File: config.mk
export PLATFORM = sky130hd
export DESIGN_NAME = fn3d_div
export DESIGN_NICKNAME = d
export VERILOG_FILES = /design/src/hw/rtl/fn3d_pkg.sv /design/src/hw/rtl/fn3d_div.sv
export SDC_FILE = /design/constraint.sdc
export NUM_CORES = 1
export LEC_CHECK = 0
export ABC_CLOCK_PERIOD_IN_PS = 4100
export BUFFER_PORTS_ARGS = -buffer_cell sky130_fd_sc_hd__buf_4
export CORE_MARGIN = 4
export CORE_UTILIZATION = 57
export CTS_CLUSTER_DIAMETER = 120
export DETAILED_ROUTE_END_ITERATION = 12
export MAX_ROUTING_LAYER = met4
export PLACE_DENSITY = 0.93
export RECOVER_POWER = 50
export SYNTH_ARGS = -nofsm -noshare
export SYNTH_HDL_FRONTEND = slang
export SYNTH_SLANG_ARGS = --single-unit
File: constraint.sdc
create_clock -name clk -period 4.1 [get_ports clk]
set_clock_uncertainty 0.15 [all_clocks]
set_input_delay 0.41 -clock clk [delete_from_list [all_inputs] [get_ports clk]]
set_output_delay 0.41 -clock clk [all_outputs]
set_load 0.005 [all_outputs]
File: src/hw/rtl/fn3d_pkg.sv
package fn3d_pkg;

	localparam int FRAC     = 16;
	localparam int COORD_W  = 32;
	localparam int OUT_W    = 18;
	localparam int CFG_W    = 32;
	localparam int CIDX_W   = 4;
	localparam int OCT_W    = 5;
	localparam int OCNT_W   = 6;
	localparam int SEED_W   = 32;
	localparam int FSTEP_W  = 18;
	localparam int ASTEP_W  = 17;
	localparam int FREQ_W   = 48;
	localparam int AMP_W    = 17;
	localparam int CORNER_W = 19;
	localparam int FADE_W   = 17;
	localparam int MUL_W    = 33;
	localparam int PROD_W   = 66;

	localparam int MAX_OCTAVES_DEF = 16;

	localparam logic [CIDX_W-1:0] REG_OCTAVE_COUNT = 4'd0;
	localparam logic [CIDX_W-1:0] REG_BASE_SEED    = 4'd1;
	localparam logic [CIDX_W-1:0] REG_FREQ_STEP    = 4'd2;
	localparam logic [CIDX_W-1:0] REG_AMP_STEP     = 4'd3;

	localparam logic [OCT_W-1:0]   OCTAVE_COUNT_RST = 5'd4;
	localparam logic [SEED_W-1:0]  BASE_SEED_RST    = 32'd0;
	localparam logic [FSTEP_W-1:0] FREQ_STEP_RST    = 18'd131072;
	localparam logic [ASTEP_W-1:0] AMP_STEP_RST     = 17'd32768;

	localparam logic [SEED_W-1:0] H_SEED     = 32'h9E3779B9;
	localparam logic [SEED_W-1:0] H_X        = 32'h85EBCA6B;
	localparam logic [SEED_W-1:0] H_Y        = 32'hC2B2AE35;
	localparam logic [SEED_W-1:0] H_Z        = 32'h27D4EB2F;
	localparam logic [SEED_W-1:0] H_MIX1     = 32'h2C1B3C6D;
	localparam logic [SEED_W-1:0] H_MIX2     = 32'h297A2D39;
	localparam logic [SEED_W-1:0] SEED_STEP  = 32'd1013;

	localparam logic [FREQ_W-1:0]          FREQ_ONE   = 48'd65536;
	localparam logic [AMP_W-1:0]           AMP_ONE    = 17'd65536;
	localparam logic [FADE_W-1:0]          FADE_ONE   = 17'd65536;
	localparam logic signed [CORNER_W-1:0] CORNER_ONE = 19'sd65536;
	localparam logic signed [20:0]         FADE_15    = 21'sd983040;
	localparam logic signed [20:0]         FADE_10    = 21'sd655360;

	localparam int OUT_MAX = 131071;
	localparam int OUT_MIN = -131072;

	typedef struct packed {
		logic busy;
		logic done;
	} div_stat_t;

	function automatic logic signed [CORNER_W-1:0] grad_dot(input logic [3:0] g,
			input logic signed [CORNER_W-1:0] x, input logic signed [CORNER_W-1:0] y,
			input logic signed [CORNER_W-1:0] z);
		logic signed [CORNER_W-1:0] r;
		unique case (g)
			4'd0, 4'd12: r = x + y;
			4'd1, 4'd14: r = y - x;
			4'd2:        r = x - y;
			4'd3:        r = -x - y;
			4'd4:        r = x + z;
			4'd5:        r = z - x;
			4'd6:        r = x - z;
			4'd7:        r = -x - z;
			4'd8:        r = y + z;
			4'd9, 4'd13: r = z - y;
			4'd10:       r = y - z;
			default:     r = -y - z;
		endcase
		return r;
	endfunction

endpackage

File: src/hw/rtl/fn3d_div.sv
module fn3d_div #(
	parameter int DVD_W = 40,
	parameter int DVS_W = 21
) (
	input  logic                     clk,
	input  logic                     arst_n,
	input  logic                     start,
	input  logic signed [DVD_W-1:0]  dividend,
	input  logic        [DVS_W-1:0]  divisor,
	output fn3d_pkg::div_stat_t      stat,
	output logic signed [DVD_W-1:0]  quotient
);
	import fn3d_pkg::*;

	localparam int CNT_W = $clog2(DVD_W + 1);

	logic             busy_q;
	logic             done_q;
	logic [CNT_W-1:0] cnt_q;
	logic [DVS_W-1:0] rem_q;
	logic [DVS_W-1:0] dvs_q;
	logic [DVD_W-1:0] quo_q;
	logic             neg_q;
	logic [DVS_W:0]   trial;
	logic             ge;

	assign trial = {rem_q, quo_q[DVD_W-1]};
	assign ge    = trial >= {1'b0, dvs_q};

	always_ff @(posedge clk or negedge arst_n) begin
		if (!arst_n) begin
			busy_q <= 1'b0;
			done_q <= 1'b0;
			cnt_q  <= '0;
		end else begin
			done_q <= 1'b0;
			if (start) begin
				busy_q <= 1'b1;
				cnt_q  <= CNT_W'(DVD_W);
			end else if (busy_q) begin
				cnt_q <= cnt_q - 1'b1;
				if (cnt_q == CNT_W'(1)) begin
					busy_q <= 1'b0;
					done_q <= 1'b1;
				end
			end
		end
	end

	always_ff @(posedge clk) begin
		if (start) begin
			neg_q <= dividend[DVD_W-1];
			quo_q <= dividend[DVD_W-1] ? DVD_W'(-dividend) : DVD_W'(dividend);
			rem_q <= '0;
			dvs_q <= divisor;
		end else if (busy_q) begin
			rem_q <= ge ? DVS_W'(trial - {1'b0, dvs_q}) : DVS_W'(trial);
			quo_q <= {quo_q[DVD_W-2:0], ge};
		end
	end

	assign stat.busy = busy_q;
	assign stat.done = done_q;
	assign quotient  = neg_q ? -$signed(quo_q) : $signed(quo_q);

endmodule

==> flow_summary.ini <==
[run_status]
status = finished, violations left
violations = capacitance limit, slew limit

[critical_path]
worst-r2r-setup-slack_ps = 520
end_kind = output port
worstPathRequired_ps = 3540
cp.arrival_ps = 3350
r2r_start = busy_q$_DFF_PN0_
startpoint_type = register
reg2reg_depth = 4
cp_max_fo = 7
r2r_end = quo_q[36]$_DFFE_PP_
crit_type = reg -> out

[yosys]
synth_area_per_cell_um2 = 9.27
seq_area_frac_synth = 0.398
ys.flop_type = edfxtp_1
synthAdderAreaFrac = 0.0533
ys_types = 57
synth_seq_cells = 91
synth_warnings = 0
synth_edf_count = 62
synthSimpleGateAreaFrac = 0.153
netlist_instances = 674
synth_top_family_by_area = compound AO/OA/AOI/OAI gates
synth_xor_area_frac = 0.136
synth-async-reset-ratio = 0.0879
syn_area_um2 = 6240
synth_mux_area_frac = 0.0321
synth_compound_area_frac = 0.181
syn_nets = 764

[clock_tree]
cts_tree = yes
clockRootBuffer = clkbuf_8
cts-htree-levels = 3
clk_pin_slew_ps = 90
cts_inserted_buffers = 9
cts_resized = 0
clock_latency_ps = 360
ctsLongestPathBuffers = 2
clkSinkCount = 91

[route]
vias_per_cell = 5.98
wl_per_cell_um = 16.4
vias = 5413
drc = 0
ant_nets = 0
drt_iter0_markers = 630
dr.pass1.iters = 5
routed_wl_mm = 14.8

[final_layout]
seqCellArea_um2 = 2480
nets = 854
fillers = 755
multi_input_area_um2 = 3470
diodes = 0
drive_gt1_frac = 0.177
syn_to_final_growth_pct = 17.0
finalInstanceArea_um2 = 7310

[min_path]
hold_path_end = dvs_q[11]$_DFFE_PP_
hp-class = in -> reg
min_from = divisor[11]
holdPathStages = 1

[floorplan]
start_util = 0.594
io_pins = 106
core.rowCount = 37
dieHeight_um = 113
die_w_um = 113
core_um2 = 10500
die_area_um2 = 12700

[timing]
finalHoldViolations = 0
relSlewSlack = -0.171
timing.setup.tns_ps = 0
grt_setup_unrepaired = no
min_period_over_period = 0.953
post-route-min-period_ps = 3910
timing.fmax_ghz = 0.256
setup_viol = 0
tightestPinTransition_ps = 1760
drv_slew = 84

[power_and_ir_drop]
powerDensity_nw_per_um2 = 328
ir_worst_vdd_mv = 0.173
leakage_nw = 3.05

[global_routing]
grt_pass1_wl_mm = 25.0
grt_max_degree = 67
antenna_found_initial = 0
met1_usage = 0.290
grt_pass1_vias = 5377
grt-busiest-layer = met2
grtUsageTotal = 0.243
use_met2 = 0.418
grtUsageMet3 = 0.0485
overflow = 0

[flow_run]
cap_violations = 2

[placement]
hpwl_mm = 10.9
placed_cell_area_um2 = 7100
port-buffer-count = 105
gp_routability_congestion = 0.940
-- critical path, cell delays in order (launching register included) --
cell,delay (ps)
edfxtp_1,450
or4_4,600
nor4_4,190
nand2b_2,130
or4_4,530
or3_1,490
o41ai_2,290
xnor2_1,170
buf_4,140
-- worst max path at each step --
stage | depth (start not counted) | endpoint | start
final | 8 | quotient[35] | quo_q[10]$_DFFE_PP_
after floorplan | 8 | quotient[33] | quo_q[10]$_DFFE_PP_
after global routing | 9 | quotient[30] | quo_q[3]$_DFFE_PP_
after CTS | 8 | quotient[35] | quo_q[10]$_DFFE_PP_
after detailed placement | 8 | quotient[35] | quo_q[10]$_DFFE_PP_
after global placement | 8 | quotient[35] | quo_q[10]$_DFFE_PP_
-- cell usage after synthesis (6+ instances only) --
cell type,count,area (um^2)
nor2_1,89,334
edfxtp_1,62,1860
a21oi_1,54,270
xnor2_1,53,464
xor2_1,44,385
inv_1,39,146
nand2_1,36,135
o21ai_0,33,165
clkbuf_1,25,93.8
ha_1,25,313
o31ai_1,23,173
dfxtp_1,21,420
mux2i_1,20,200
a211oi_1,19,143
or3_1,13,81.3
o41ai_1,11,96.3
or4_1,11,82.6
nor3_1,9,45.0
dfrtp_1,8,200
nand2b_1,6,37.5
nand4_1,6,37.5
o21ai_1,6,30.0
o31ai_2,6,75.1
-- state kept, by name, summed over array words and instances, names as in the netlist --
| name | cells |
|---|---|
| quo_q | 40 |
| dvs_q | 21 |
| rem_q | 21 |
| cnt_q | 6 |
| busy_q | 1 |
| done_q | 1 |
| neg_q | 1 |
-- final cells by class --
cell class              instances  share of cell area
multi-input cells             511               0.475
flip-flops and latches         91               0.340
repair buffers                112               0.114
clock buffers                  15              0.0243
well taps                     136              0.0233
inverters                      39              0.0200
clock inverters                 1             0.00411
-- where the power goes --
group | switching [mW] | internal, mW
clock network | 0.308 | 0.338
registers | 0.0872 | 1.08
logic | 0.283 | 0.302
total | 0.678 | 1.72
-- cells in the final DEF, fill, tap and decap left out, drive strengths merged, types with 2 or more instances in the layout --
cell type  instances
nor2              89
or2                3
nand3              2
ha                25
and2               2
a311oi             2
buf               83
o21a               3
a21oi             54
or4               14
o41ai             13
o31ai             29
mux2i             20
or3               13
o21bai             2
nor3              10
and3               2
xor2              44
nor4               3
clkbuf            43
a211oi            19
o21ai             39
edfxtp            62
inv               39
dfxtp             21
nand4              6
a31oi              3
nor2b              3
a21o               3
nand2b             7
xnor2             53
dfrtp              8
nand2             36
-- per-stage QoR --
step                utilization  setup slack [ps]  power (mW)  std cells  hold WS, ps
floorplan                     -               937        1.49        674        -35.6
global placement          0.676               675        1.73        888         79.7
detailed placement        0.676               601        1.76        888         81.8
CTS                       0.697               195        2.40        905         51.0
global route              0.695              17.9        2.52        905         65.7
finish                    0.695               194        2.39        905         95.6
-- logic make-up (layout without fill, tap and decap cells) --
kind of cell,count (synthesis),in the layout
AND/OR/NAND/NOR,195,195
AO/OA/AOI/OAI,173,173
flip-flops,91,91
adder cells (fa/ha/maj),26,26
multiplexers,20,20
buffers and inverters,72,167
XOR/XNOR,97,97
-- layer usage --
metal,part of all wire,vias up
met5,0,-
met4,0.016,0
met3,0.087,23
met2,0.50,251
met1,0.40,2544
li1,-,2595
-- what timing repair did --
item                      in CTS  in global routing
setup buffers                  0                  0
hold endpoints to repair       8                  0
hold buffers                   1                  0
(Power assumes the default switching activity.)
